===== src/rtl/core/lmt_pkg.sv =====
// Shared types, constants and the exp2 root table of the loudness modulation tracker.
package lmt_pkg;

    localparam int          BANDS_DEF   = 128;
    localparam int          QUEUE_DEPTH = 4;
    localparam int          ROOT_STEPS  = 16;
    localparam logic [15:0] RATE_RESET  = 16'd12000;
    localparam logic [15:0] POINT3_Q16  = 16'd19661;
    localparam logic [20:0] POINT3_Q22  = 21'd1258291;

    typedef struct packed {
        logic        oob;
        logic        zero;
        logic [15:0] coef;
        logic [47:0] exc;
        logic [6:0]  band;
    } item_t;

    function automatic logic [63:0] isqrt64(logic [63:0] v);
        logic [63:0] r;
        logic [63:0] b;
        logic [63:0] rem;
        r   = 64'd0;
        b   = 64'd1 << 62;
        rem = v;
        for (int i = 0; i < 32; i++) begin
            if (rem >= r + b) begin
                rem = rem - (r + b);
                r   = (r >> 1) + b;
            end else begin
                r = r >> 1;
            end
            b = b >> 2;
        end
        return r;
    endfunction

    // Successive square roots of two in Q1.30, floor at every step
    function automatic logic [ROOT_STEPS-1:0][31:0] build_roots();
        logic [ROOT_STEPS-1:0][31:0] tab;
        logic [63:0]                 c;
        c = 64'd1 << 31;
        for (int k = 0; k < ROOT_STEPS; k++) begin
            c      = isqrt64(c << 30);
            tab[k] = c[31:0];
        end
        return tab;
    endfunction

    localparam logic [ROOT_STEPS-1:0][31:0] EXP_ROOTS = build_roots();

endpackage


===== src/rtl/core/lmt_queue.sv =====
// Short queue of classified words between the front end and the core.
module lmt_queue import lmt_pkg::*; #(
    parameter int DEPTH = QUEUE_DEPTH
) (
    input  logic  aclk,
    input  logic  aresetn,
    input  logic  push,
    input  item_t push_item,
    output logic  full,
    input  logic  pop,
    output logic  head_valid,
    output item_t head_item
);

    localparam int PW = (DEPTH > 1) ? $clog2(DEPTH) : 1;
    localparam int CW = $clog2(DEPTH + 1);

    item_t          slot_reg [DEPTH];
    logic [PW-1:0]  wr_ptr_reg;
    logic [PW-1:0]  rd_ptr_reg;
    logic [CW-1:0]  count_reg;

    assign full       = count_reg == CW'(DEPTH);
    assign head_valid = count_reg != '0;
    assign head_item  = slot_reg[rd_ptr_reg];

    always_ff @(posedge aclk) begin
        if (push) begin
            slot_reg[wr_ptr_reg] <= push_item;
        end
    end

    always_ff @(posedge aclk) begin
        if (!aresetn) begin
            wr_ptr_reg <= '0;
            rd_ptr_reg <= '0;
            count_reg  <= '0;
        end else begin
            if (push) begin
                wr_ptr_reg <= (wr_ptr_reg == PW'(DEPTH - 1)) ? '0 : wr_ptr_reg + 1'b1;
            end
            if (pop) begin
                rd_ptr_reg <= (rd_ptr_reg == PW'(DEPTH - 1)) ? '0 : rd_ptr_reg + 1'b1;
            end
            if (push && !pop) begin
                count_reg <= count_reg + 1'b1;
            end else if (pop && !push) begin
                count_reg <= count_reg - 1'b1;
            end
        end
    end

endmodule


===== config.mk =====
export PLATFORM = sky130hd
export DESIGN_NAME = lmt_queue
export DESIGN_NICKNAME = d
export VERILOG_FILES = /design/src/rtl/core/lmt_pkg.sv /design/src/rtl/core/lmt_queue.sv
export SDC_FILE = /design/constraint.sdc
export NUM_CORES = 1
export LEC_CHECK = 0
export ABC_AREA = 1
export BUFFER_PORTS_ARGS = -buffer_cell sky130_fd_sc_hd__clkbuf_2
export CORE_ASPECT_RATIO = 1.75
export CORE_MARGIN = 1
export CORE_UTILIZATION = 55
export DETAILED_ROUTE_END_ITERATION = 16
export PLACE_DENSITY_LB_ADDON = 0.25
export SETUP_SLACK_MARGIN = 0.5
export SLEW_MARGIN = 20
export SYNTH_ARGS = -nofsm -noshare
export SYNTH_HDL_FRONTEND = slang
export SYNTH_SLANG_ARGS = --single-unit

===== constraint.sdc =====
create_clock -name aclk -period 2.8 [get_ports aclk]
set_input_delay 0.42 -clock aclk [delete_from_list [all_inputs] [get_ports aclk]]
set_output_delay 0.42 -clock aclk [all_outputs]
set_load 0.005 [all_outputs]

## Word-level counts from Yosys, hierarchy flattened

Memories as Yosys holds them, arrays and structs flattened. A register that Yosys moved wholly into a read port is not among the register bits.
Index checks and enable logic that the tools add are counted.
Widths: inputs -> output; s select.

| storage, ports and cells | value |
|---|---|
| register bits | 7 |
| bits in latches | 0 |
| memory bits (writable) | 292 |
| bits in read-only memories | 0 |
| output and inout port bits | 75 |
| memories | 1 |

Memories:

| name | depth | bits a word | read ports | clocked after memory_dff | write ports | line | source |
|---|---|---|---|---|---|---|---|
| slot_reg | 4 | 73 | 1 | 1 | 1 | lmt_queue.sv:18 | `item_t slot_reg [DEPTH];` |

| cells by class | value |
|---|---|
| add/subtract/negate cells | 4 |
| $mul | 0 |
| div/mod/pow operators | 0 |
| $lt $le $gt $ge | 0 |
| equal/unequal tests | 3 |
| shifts and indexed selects | 0 |
| muxes and demuxes | 8 |
| bitwise logic cells | 0 |
| reduce and logical (&&, ||, !) cells | 6 |

Operator list:

| operator | count |
|---|---|
| $mux 2 | 4 |
| $mux 3 | 2 |
| $add 2x1->2 const B | 2 |
| $eq 2x2->1 const B | 2 |
| $add 3x1->3 const B | 1 |
| $eq 3x3->1 const B | 1 |
| $reduce_bool 3->1 | 1 |
| $sub 3x1->3 const B | 1 |
| $logic_and 1x1->1 | 2 |
| $logic_not 1->1 | 2 |
| $mux 1 | 2 |
| $reduce_bool 2->1 | 1 |

## Depth between registers and ports, before layout

| depth | value |
|---|---|
| depth in word-level cells | 4 |
| mapped depth | 10 |
| depth with buffers taken out | 10 |

## Worst setup path after synthesis

Ideal clock, no wire load.

| timing path | value |
|---|---|
| kind | reg-to-reg |
| from | register wr_ptr_reg[0] |
| to | memory slot_reg[3][0] (netlist bit) (enable) |
| setup time | 0.427 ns |
| data arrival time | 2.006 ns |
| data required time | 2.373 ns |
| setup slack | 0.367 ns |
| stages on the path, launching flop included | 4 |
| cells stage by stage | dfxtp_1 ha_1 nand2_1 inv_1 |

RTL lines:

| what | line | source |
|---|---|---|
| start: declaration | lmt_queue.sv:19 | `logic [PW-1:0] wr_ptr_reg;` |
| start signal: assignment | lmt_queue.sv:40 | `wr_ptr_reg <= (wr_ptr_reg == PW'(DEPTH - 1)) ? '0 : wr_ptr_reg + 1'b1;` |
| end: declaration | lmt_queue.sv:18 |  |

No word-level cell before the write port.

==> flow_summary.yaml <==
grt:
  grt_overflow: 0
  grt_pass1_wl_microns: 35000
  grt_use_total: 0.222
  grt_max_degree: 103
  antenna_found_initial: 3
  grt_pass1_vias: 6680
die:
  rows: 69
  num_io_pins: 152
  start_util: 0.559
  die_h_microns: 192
  dieArea_sq_um: 21100
  fp.coreArea_sq_um: 20200
  die_w_microns: 110
clock_network:
  cts_hold_buf: 0
  cts_buffer_depth: 3
  tritoncts: "yes"
  clk_latency_ns: 0.52
  cts_made_buffers: 26
  clk_pin_slew_ns: 0.07
  cts_sinks: 301
  cts.htree.levels: 1
  clockRootBuffer: "clkbuf_16"
timing:
  drv_slew: 0
  final_hold_viol_count: 0
  fmax_mhz: 447
  clock_skew_ns: 0.0136
  rsz0062_at_grt: "true"
  slew_headroom: 0.570
  tns_ns: 0
  worst_pin_slew_ns: 0.643
  layout_min_cycle_time_ns: 2.24
  timing.final.crit_share: 0.799
  setup_violations: 0
min_path:
  hold_path.class: "in2reg"
  holdPathStages: 1
  hold_path_startpoint: "push_item[23]"
  worstHoldEndpoint: "slot_reg[0][23]"
placed_design:
  numPortBuffers: 151
  gp_congestion: 0.726
  place_area_sq_um: 12300
  dpl.hpwl_microns: 13200
route:
  drt_wl_total_microns: 24300
  ant_nets: 0
  post-route-drc-count: 0
  drt_iter0_markers: 448
  vias: 6869
  drt_first_pass_iters: 5
  avgViaCountPerCell: 5.74
  wl_per_cell_microns: 20.3
power:
  p_leak_uw: 0.00482
  irDropWorstVdd_mv: 0.723
  power_uw: 10000
  p_per_area_nw_per_um2: 743
logic_synthesis:
  ys_async_sr_fraction: 0
  yosysUniqueCellTypes: 22
  synth_common_cells: "edfxtp_1 (292), nor2_1 (155), o21ai_0 (82), o22ai_1 (73), o21ai_1 (67)"
  ys_ff_latch: 301
  yosysWarnings: 0
  synthFlopType: "edfxtp_1"
  synth_edf_count: 292
  yosysMostFrequentCell: "edfxtp_1"
  synthCells: 766
  synthTopCellsByArea: "edfxtp_1 (78%), nor2_1 (5.2%), o22ai_1 (4.0%), o21ai_0 (3.6%), o21ai_1 (3.0%)"
  avgSynthCellArea_sq_um: 14.7
  synth_nets: 850
  synth.yosys.seq_area_share: 0.792
  yosys.area.top_type_share: 0.776
  netlist_area_sq_um: 11300
  synth_area_leader_cell: "edfxtp_1"
setup_path:
  crit_fanout: 29
  cp.arrival_ns: 1.82
  rrSetupSlack_ns: 0.82
  rr_worst_depth: 5
  rr_startpoint: "wr_ptr_reg[0]"
  reg2reg_to: "slot_reg[2][0]"
  end_kind: "primary output"
  cp-start-kind: "flip-flop"
  cp.required_ns: 2.38
  setup.worst_path.class: "reg2out"
final_layout:
  seq_area_sq_um: 8950
  finalNetCount: 1009
  multi_input_area_sq_um: 1970
  syn2layout_area_growth_pct: 19.4
  fin_area_sq_um: 13500
  drive_above_1_share: 0.243
  fillers: 1431
  largest_reg_flops: 292
outcome:
  status: "finished, final reports clean"
job:
  maxCapViolations: 0
## worst max-delay path, cell delays in order (launching register included)
cell and delay (ns):
dfxtp_4 0.45, clkinv_8 0.12, bufbuf_16 0.32, o21ai_1 0.15, o22ai_1 0.09, clkbuf_2 0.15
## worst max path at each step
stage,slack (ns),depth (start not counted),startpoint,endpoint
detailed placement,0.75,4,flip-flop,head_item[69]
global placement,0.73,4,flip-flop,head_item[69]
global route,0.49,5,flip-flop,head_item[67]
finish,0.56,5,flip-flop,head_item[67]
CTS,0.43,4,flip-flop,head_item[69]
floorplan,0.63,4,wr_ptr_reg[0],slot_reg[0][0]
## layer usage
layer,global-route usage,routed length [microns]
met1,0.267,9230
met2,0.392,13000
met3,0.0394,1370
met4,0.0870,700
met5,0,0
## power by group
part | internal [uW] | total, uW | switching (uW)
Sequential | 5140 | 5200 | 54.0
Clock | 2320 | 3840 | 1520
Combinational | 377 | 981 | 604
## cell type report
cell class | instances | share of cell area
Sequential cell | 301 | 0.664
Antenna cell | 3 | 0.000557
Timing Repair inverter | 1 | 0.000650
Multi-Input combinational cell | 402 | 0.146
Clock inverter | 9 | 0.0112
Inverter | 16 | 0.00659
Clock buffer | 39 | 0.0586
Tap cell | 248 | 0.0230
Timing Repair Buffer | 177 | 0.0893
## per-stage QoR
| step | utilization | setup slack [ns] | hold WS [ns] | cells |
|---|---|---|---|---|
| 3_5_place_dp | 0.610 | 0.748 | 0.519 | 1134 |
| 6_report | 0.667 | 0.564 | 0.106 | 1196 |
| 3_3_place_gp | 0.610 | 0.725 | 0.525 | 1134 |
| 2_1_floorplan | - | 0.633 | 0.490 | 766 |
| 4_1_cts | 0.660 | 0.430 | 0.0875 | 1183 |
| 5_1_grt | 0.667 | 0.492 | 0.0938 | 1196 |
## logic make-up after synthesis
| logic type | Yosys count | synth area share |
|---|---|---|
| adder cells (fa/ha/maj) | 7 | 0.00842 |
| XOR/XNOR | 1 | 0.000776 |
| buffers and inverters | 63 | 0.0340 |
| AND/OR/NAND/NOR | 169 | 0.0568 |
| AO/OA/AOI/OAI | 225 | 0.108 |
| flip-flops | 301 | 0.792 |
## cells in the final DEF, fill, tap and decap left out, types with 6 or more instances in the layout
master	instances
buf_12	10
buf_4	9
clkbuf_16	29
clkbuf_2	151
clkbuf_8	7
dfxtp_1	7
edfxtp_1	292
ha_1	6
inv_1	10
nand2_1	9
nor2_1	155
o21ai_0	80
o21ai_1	69
o22ai_1	72
## what timing repair did
item	in CTS	in global routing
cloned	1	3
buffers inserted	0	7
gates resized for setup	7	11
setup endpoints to repair	73	73
pin swaps	0	0
No activity file was read; power rests on OpenSTA's default activity.
