### src/rtl/core/lmt_pkg.sv
// Shared types, constants and the exp2 root table of the loudness modulation tracker.
package lmt_pkg;

    localparam int          BANDS_DEF   = 128;
    localparam int          QUEUE_DEPTH = 4;
    localparam int          ROOT_STEPS  = 16;
    localparam logic [15:0] RATE_RESET  = 16'd12000;
    localparam logic [15:0] POINT3_Q16  = 16'd19661;
    localparam logic [20:0] POINT3_Q22  = 21'd1258291;

    typedef struct packed {
        logic        oob;
        logic        zero;
        logic [15:0] coef;
        logic [47:0] exc;
        logic [6:0]  band;
    } item_t;

    function automatic logic [63:0] isqrt64(logic [63:0] v);
        logic [63:0] r;
        logic [63:0] b;
        logic [63:0] rem;
        r   = 64'd0;
        b   = 64'd1 << 62;
        rem = v;
        for (int i = 0; i < 32; i++) begin
            if (rem >= r + b) begin
                rem = rem - (r + b);
                r   = (r >> 1) + b;
            end else begin
                r = r >> 1;
            end
            b = b >> 2;
        end
        return r;
    endfunction

    // Successive square roots of two in Q1.30, floor at every step
    function automatic logic [ROOT_STEPS-1:0][31:0] build_roots();
        logic [ROOT_STEPS-1:0][31:0] tab;
        logic [63:0]                 c;
        c = 64'd1 << 31;
        for (int k = 0; k < ROOT_STEPS; k++) begin
            c      = isqrt64(c << 30);
            tab[k] = c[31:0];
        end
        return tab;
    endfunction

    localparam logic [ROOT_STEPS-1:0][31:0] EXP_ROOTS = build_roots();

endpackage

### src/rtl/core/lmt_front.sv
// Front end: takes input words, unpacks and classifies them for the queue.
module lmt_front import lmt_pkg::*; #(
    parameter int BANDS = BANDS_DEF
) (
    input  logic        s_tvalid,
    output logic        s_tready,
    input  logic [71:0] s_tdata,   // band_index[6:0], excitation[54:7], smoothing_coefficient[70:55]
    input  logic        q_full,
    output logic        q_push,
    output item_t       q_item
);

    always_comb begin
        q_item.band = s_tdata[6:0];
        q_item.exc  = s_tdata[54:7];
        q_item.coef = s_tdata[70:55];
        // flag bands beyond the store and silent bands
        q_item.oob  = int'(s_tdata[6:0]) >= BANDS;
        q_item.zero = s_tdata[54:7] == 48'd0;
    end

    assign s_tready = !q_full;
    assign q_push   = s_tvalid && !q_full;

endmodule

### config.mk
export PLATFORM = sky130hd
export DESIGN_NAME = lmt_front
export DESIGN_NICKNAME = d
export VERILOG_FILES = /design/src/rtl/core/lmt_pkg.sv /design/src/rtl/core/lmt_front.sv
export SDC_FILE = /design/constraint.sdc
export NUM_CORES = 1
export LEC_CHECK = 0
export ABC_AREA = 1
export BUFFER_PORTS_ARGS = -buffer_cell sky130_fd_sc_hd__buf_2
export CORE_ASPECT_RATIO = 1.1
export CORE_MARGIN = 3
export CORE_UTILIZATION = 27
export DETAILED_ROUTE_END_ITERATION = 8
export GPL_ROUTABILITY_DRIVEN = 0
export PLACE_DENSITY = 0.89
export SYNTH_ARGS = -nofsm -noshare
export SYNTH_HDL_FRONTEND = slang
export SYNTH_SLANG_ARGS = --single-unit
### constraint.sdc
create_clock -name vclk -period 0.8
set_clock_uncertainty 0.05 [all_clocks]
set_input_delay 0.08 -clock vclk [all_inputs]
set_output_delay 0.08 -clock vclk [all_outputs]
set_load 0.02 [all_outputs]
After elaboration in Yosys (flattened, before gate mapping)
Cells that the tools add are included.
- bits in registers: 0
- output and inout bits: 75
- input port bits: 74
- logic and storage cells: 3
- reduce and logical (&&, ||, !) cells: 3
- operators with widths (kind ; count):
    $logic_not 48->1 ; 1
    $logic_and 1x1->1 ; 1
    $logic_not 1->1 ; 1

Depth between registers and ports, before layout
Gate-level depths: netlist (run 1).
- word-level depth: 2
- depth in mapped cells: 7
- depth with buffers taken out: 7

Least setup slack after synthesis (run 1)
OpenSTA, ideal clock, no wires.
- path type: input to output
- start point: input s_tdata[30]
- end point: output q_item[71] (netlist name)
- stages on the path: 6
- arrival time: 642 ps
- path buffers: 0
- data required time: 670 ps
- path slack: 28 ps
- path through: nor2_1 > and2_1 > nand2_1 > nor2_1 > nand2_1 > nor2_2
- RTL lines (element ; RTL line ; source):
    from (decl) ; lmt_front.sv:7 ; input logic [71:0] s_tdata,
    to (decl) ; lmt_front.sv:10 ; output item_t q_item

==> results of run 1 <==
-- layer usage --
layer,track usage [%],share of wire [%],vias up
li1,-,-,388
met1,6.35,25,314
met2,19.5,55,63
met3,2.89,18,8
met4,1.74,1.8,0
met5,0,0,-
-- worst min path at each step --
| stage | depth (start not counted) | slack [ps] | end | startpoint |
|---|---|---|---|---|
| after floorplan | 1 | 190 | s_tready | q_full |
| after global placement | 0 | 110 | q_item[56] | s_tdata[56] |
| after detailed placement | 0 | 110 | q_item[56] | s_tdata[56] |
| after CTS | 0 | 110 | q_item[56] | s_tdata[56] |
| after global routing | 0 | 110 | q_item[60] | s_tdata[60] |
| final | 0 | 110 | q_item[4] | s_tdata[4] |
-- cells in the mapped netlist --
library cell	instances	area [um^2]
and2_1	2	12.5
buf_4	72	541
conb_1	1	3.75
inv_1	18	67.6
nand2_1	17	63.8
nand4_1	1	6.26
nor2_1	24	90.1
nor2_2	2	12.5
-- layout make-up --
class              count  share of cell area (%)
multi-input cells     47                    22.9
repair buffers       105                    64.8
well taps             33                    4.64
inverters             18                    7.59
-- critical path, stage by stage --
cell and delay [ps]:
buf_2 100, nor2_1 80, and2_1 120, nand2_1 40
nor2_1 100, nand2_1 80, nor2_2 100, buf_6 120
-- cells in the final DEF, fill, tap and decap left out, drive strengths merged --
cell	n
conb	1
inv	18
and2	2
nand2	17
buf	105
nand4	1
nor2	26
-- through the flow --
step	setup TNS, ps	util (%)	total power [uW]	hold WS [ps]	area [um^2]
after CTS	-208	30.8	537	110	862
after floorplan	0	-	584	187	797
after detailed placement	-299	29.7	524	110	833
after global placement	-304	29.7	517	110	833
after global routing	-287	31.7	591	110	890
final	-159	31.7	545	110	890
-- cell families (layout without fill, tap and decap cells) --
logic type | count (synthesis) | count (layout) | share of synthesized area, %
buffers and inverters | 90 | 123 | 76.3
and+or+nand+nor | 46 | 46 | 23.2
other | 1 | 1 | 0.471
-- what timing repair did --
item | CTS | global route
setup endpoints to repair | 1 | 1
pin swaps | 1 | 1
buffers inserted | 0 | 0
resized for setup | 7 | 10
-- power by group --
part	switching [uW]	total (uW)	internal (uW)
clock network	0	0	0
logic	314	545	231
registers	0	0	0
total	314	545	231
==> flow_summary.json, run 1 <==
{
  "wl_um": 1960,
  "maxSlewViolCount": 0,
  "clock_buffers": 0,
  "p_per_area_nw_per_um2": 613,
  "hold_buffers": 0,
  "overflow": 0,
  "num_vias": 773,
  "seq_cell_count": 0,
  "die_x_um": 57.8,
  "wire_per_inst_um": 9.64,
  "fillerInstances": 324,
  "hold_class": "in2out",
  "nets": 246,
  "cp_max_fo": 2,
  "die_h_um": 63.0,
  "syn-cell-area_um2": 797,
  "core_um2": 2800,
  "fmax_ghz": 1.04,
  "crit_end": "q_item[71]",
  "syn_nets": 211,
  "min_period_over_period_pct": 120,
  "rsz0062_at_grt": "true",
  "critPathLaunchType": "input pin",
  "regArea_um2": 0,
  "routed_via_density": 3.81,
  "synthCells": 137,
  "dp.cells": 203,
  "ys_types": 8,
  "fin_crit_ps": 959,
  "grt_max_degree": 3,
  "violations": "setup timing",
  "layout-drive-gt1-share_pct": 67.1,
  "syn_to_final_growth_pct": 11.6,
  "drt_first_pass_iters": 2,
  "arrival_ps": 830,
  "postLayoutSetupSlackWorst_ps": -159,
  "ys_seq_area_share_pct": 0,
  "dp_hpwl_um": 1860,
  "finalSetupViolCount": 1,
  "multi_input_area_um2": 204,
  "grt_use_total_pct": 8.68,
  "grt_pass1_wl_um": 2630,
  "drcViolationCount": 0,
  "p_leak_uw": 0.000595,
  "ys.warnings.count": 0,
  "grt_pass1_vias": 639,
  "antenna-diode-count": 0,
  "status": "finished, violations left",
  "drt_iter0_drc": 7,
  "worst_ep_required_time_ps": 670,
  "post-place-ws_ps": -299,
  "ioPinCount": 149,
  "endpoint_kind": "primary output",
  "ant_nets": 0,
  "rows": 20,
  "drv_cap": 0,
  "initial_utilization_pct": 28.4,
  "crit_start": "s_tdata[31]",
  "die-area_um2": 3640,
  "critPathKind": "in2out",
  "vdd_ir_drop_max_uv": 287,
  "final_cells": 203,
  "antenna_found_initial": 0,
  "synth.avg_cell_area_um2": 5.82,
  "finalHoldViolCount": 0,
  "portBuffers": 101
}
Power figures use the tool's default switching activity.
==> run 2, diff against run 1 <==
clock period = 0.91 ns   (was 0.8 ns; I/O delays follow)
==> flow_summary.json, run 2 (same netlist as run 1, synthesis figures left out) <==
{
  "overflow": 0,
  "final_common_cell": "buf_2",
  "routed_via_density": 3.84,
  "die-area_um2": 3640,
  "drt_iter0_drc": 6,
  "hold_ws_ps": 132,
  "dp_hpwl_um": 1860,
  "finalSetupViolCount": 1,
  "hold_class": "in2out",
  "p_sw_share_pct": 57.9,
  "met2_usage_pct": 21.3,
  "fillerInstances": 319,
  "antenna-diode-count": 0,
  "cp_max_fo": 2,
  "drt_first_pass_iters": 2,
  "endpoint_kind": "primary output",
  "min_period_over_period_pct": 108,
  "clock_buffers": 0,
  "pwr-share-comb_pct": 100.0,
  "layout_common_cells": "buf_2, nor2_1, inv_1",
  "drcViolationCount": 0,
  "num_vias": 775,
  "seq_cell_count": 0,
  "syn_to_final_growth_pct": 11.9,
  "postLayoutSetupSlackWorst_ps": -73.2,
  "maxSlewViolCount": 0,
  "antenna_found_initial": 0,
  "fin_crit_ps": 983,
  "core_um2": 2800,
  "top_usage_layer": "met2",
  "p_per_area_nw_per_um2": 537,
  "total_power_uw": 479,
  "nets": 245,
  "post-place-ws_ps": -215,
  "ioPinCount": 149,
  "p_switching_uw": 277,
  "layout-drive-gt1-share_pct": 65.7,
  "grt_pass1_vias": 657,
  "share_seq_of_total_power_pct": 0,
  "finalHoldViolCount": 0,
  "regArea_um2": 0,
  "initial_utilization_pct": 28.4,
  "die_x_um": 57.8,
  "power.share.clock_pct": 0,
  "dpl-instance-area_um2": 826,
  "vdd_ir_drop_max_uv": 246,
  "grt_max_degree": 3,
  "grt_use_total_pct": 9.22,
  "gr-usage-met1_pct": 5.86,
  "drv_cap": 0,
  "worst_ep_required_time_ps": 770,
  "internal_power_uw": 202,
  "critPathKind": "in2out",
  "final_area_um2": 892,
  "rows": 20,
  "fmax_ghz": 1.02,
  "status": "finished, violations left",
  "violations": "setup timing",
  "rsz0062_at_grt": "true",
  "grt_util_met3_pct": 3.72,
  "die_h_um": 63.0,
  "wire_per_inst_um": 9.80,
  "p_leak_uw": 0.000595,
  "ant_nets": 0,
  "critPathLaunchType": "input pin",
  "portBuffers": 101,
  "grt_pass1_wl_um": 2750,
  "hold_depth": 0,
  "arrival_ps": 840,
  "wl_um": 1980
}
-- run 2: through the flow --
step	setup TNS, ps	util, %	cells
floorplan	0	-	137
global route	-195	31.8	202
global placement	-217	29.5	202
CTS	-117	31.0	202
finish	-73.2	31.8	202
detailed placement	-215	29.5	202
-- run 2: worst max-delay path: stages --
cell and delay, ps:
buf_2 100, nor2_1 100, nand4_1 110, nor2_1 130, nand2_1 90, nor2_2 100, buf_6 120
-- run 2: final timing paths --
path                    start    endpoint  slack (ps)
hold / removal     s_tdata[4]   q_item[4]         130
setup / recovery  s_tdata[34]  q_item[71]         -70
-- run 2: cell type report --
class,count,area (um^2),area share (%)
well taps,33,41.3,4.63
multi-input cells,47,211,23.7
repair buffers,104,572,64.1
inverters,18,67.6,7.57
-- run 2: power by group through the flow --
stage	clock network (uW)	logic, uW	registers [uW]
after CTS	0	476	0
after floorplan	0	514	0
after global routing	0	520	0
after global placement	0	451	0
final	0	479	0
after detailed placement	0	458	0
-- run 2: repair_timing --
item	CTS	global route
setup buffers	0	0
hold buffers	0	0
resized for setup	10	5
pin swaps	3	0
setup endpoints to repair	1	1
-- run 2: per-layer routing --
| layer | vias up | share of wire, % |
|---|---|---|
| li1 | 387 | - |
| met1 | 317 | 24 |
| met2 | 63 | 56 |
| met3 | 8 | 17 |
| met4 | 0 | 1.8 |
| met5 | - | 0 |
==> run 3, diff against run 2 <==
CELL_PAD_IN_SITES_DETAIL_PLACEMENT = 1   (was not set)
CELL_PAD_IN_SITES_GLOBAL_PLACEMENT = 2   (was not set)
CORE_UTILIZATION = 10   (was 27)
PLACE_DENSITY = 0.91   (was 0.89)
REMOVE_ABC_BUFFERS = 1   (was not set)
==> flow_summary.json, run 3 (same netlist as run 1, synthesis figures left out) <==
{
  "critPathMaxStageDelay_ps": 120,
  "cp_cell_sequence": "buf_6 > inv_2 > nand2_2 > nor2_4 > nand2_2 > nor2_2 > nand2_1 > nor2_2 > buf_6",
  "syn_to_final_growth_pct": 32.3,
  "finalSetupViolCount": 1,
  "grt_pass1_vias": 847,
  "grt_use_total_pct": 4.84,
  "final_common_cell": "buf_2",
  "min-delay-start": "s_tdata[1]",
  "layout-drive-gt1-share_pct": 76.6,
  "endpoint_kind": "primary output",
  "drcViolationCount": 0,
  "layout_common_cells": "buf_2, nor2_1, buf_6",
  "arrival_ps": 840,
  "violations": "setup timing",
  "multi_input_area_um2": 236,
  "status": "finished, violations left",
  "antenna_found_initial": 0,
  "overflow": 0,
  "drt_iter0_drc": 4,
  "postLayoutSetupSlackWorst_ps": -70.1,
  "wl_um": 2650,
  "finalHoldViolCount": 0,
  "die_h_um": 99.6,
  "maxSlewViolCount": 0,
  "vdd_ir_drop_max_uv": 104,
  "clock_buffers": 0,
  "num_vias": 811,
  "p_leak_uw": 0.000598,
  "grt_max_degree": 3,
  "initial_utilization_pct": 10.5,
  "rsz0062_at_grt": "true",
  "regArea_um2": 0,
  "hold_buffers": 0,
  "ioPinCount": 149,
  "fin_crit_ps": 980,
  "critPathLaunchType": "input pin",
  "cp_top_family": "simple AND/OR/NAND/NOR gates",
  "cp_max_fo": 2,
  "core_um2": 7600,
  "cts_setup_buffers": 0,
  "whs_endpoint": "q_item[1]",
  "routed.top_layer": "met3",
  "ant_nets": 0,
  "portBuffers": 101,
  "met2WireLength_um": 1230,
  "finalSetupTns_ps": -70.1,
  "hold_class": "in2out",
  "antenna-diode-count": 0,
  "hold_ws_ps": 132,
  "min_period_over_period_pct": 108,
  "p_per_area_nw_per_um2": 490,
  "dp_hpwl_um": 2370,
  "fillerInstances": 994,
  "seq_cell_count": 0,
  "wl_met3_um": 484,
  "wl_met1_um": 936,
  "critPathKind": "in2out",
  "hold_depth": 0,
  "path_buf_inv": 3,
  "drt_first_pass_iters": 2,
  "drv_cap": 0,
  "die-area_um2": 9080,
  "fmax_ghz": 1.02,
  "rows": 33,
  "worst_ep_required_time_ps": 770,
  "cp_slowest_cell": "buf_6",
  "wire_per_inst_um": 9.72,
  "die_x_um": 91.1,
  "nets": 243,
  "grt_pass1_wl_um": 3660,
  "routed_via_density": 2.98
}
==> run 3: changes by cell type in the layout (fill, tap and decap cells not counted), sizes merged <==
cell  change
buf       -2
==> run 3: routing by layer <==
layer  vias to the layer above  global-route usage [%]
li1                        385                       -
met1                       345                    5.57
met2                        81                    8.15
met3                         0                    3.03
met4                         0                       0
met5                         -                       0
==> run 3: timing repair <==
item	CTS	global route
endpoints found under the setup margin	1	1
endpoints found under the hold margin	0	0
gates resized for setup	16	29
pin swaps	14	15
==> run 3: final cells by class <==
cell class,instances,share of cell area (%)
repair buffers,102,58.7
multi-input cells,47,22.4
well taps,105,12.5
inverters,18,6.41
==> run 3: how the worst max path moves through the flow <==
stage	startpoint	end	cells after the start
floorplan	s_tdata[30]	q_item[71]	6
global placement	s_tdata[7]	q_item[71]	9
detailed placement	s_tdata[13]	q_item[71]	9
CTS	s_tdata[21]	q_item[71]	8
global route	s_tdata[14]	q_item[71]	9
finish	s_tdata[14]	q_item[71]	9
==> run 3: per-stage QoR <==
| step | worst slack [ps] | util (%) | instances | total power, uW | instance area, um^2 |
|---|---|---|---|---|---|
| after floorplan | 116 | - | 65 | 54.5 | 256 |
| after global placement | -211 | 11.9 | 272 | 449 | 901 |
| after detailed placement | -218 | 11.9 | 272 | 454 | 901 |
| after CTS | -150 | 12.6 | 272 | 477 | 960 |
| after global routing | -177 | 13.9 | 272 | 562 | 1050 |
| final | -70.1 | 13.9 | 272 | 517 | 1050 |
==> run 3: power breakdown <==
group	leakage [uW]	internal, uW	total [uW]	switching, uW
Combinational	0.000598	227	517	290
Clock	0	0	0	0
Sequential	0	0	0	0
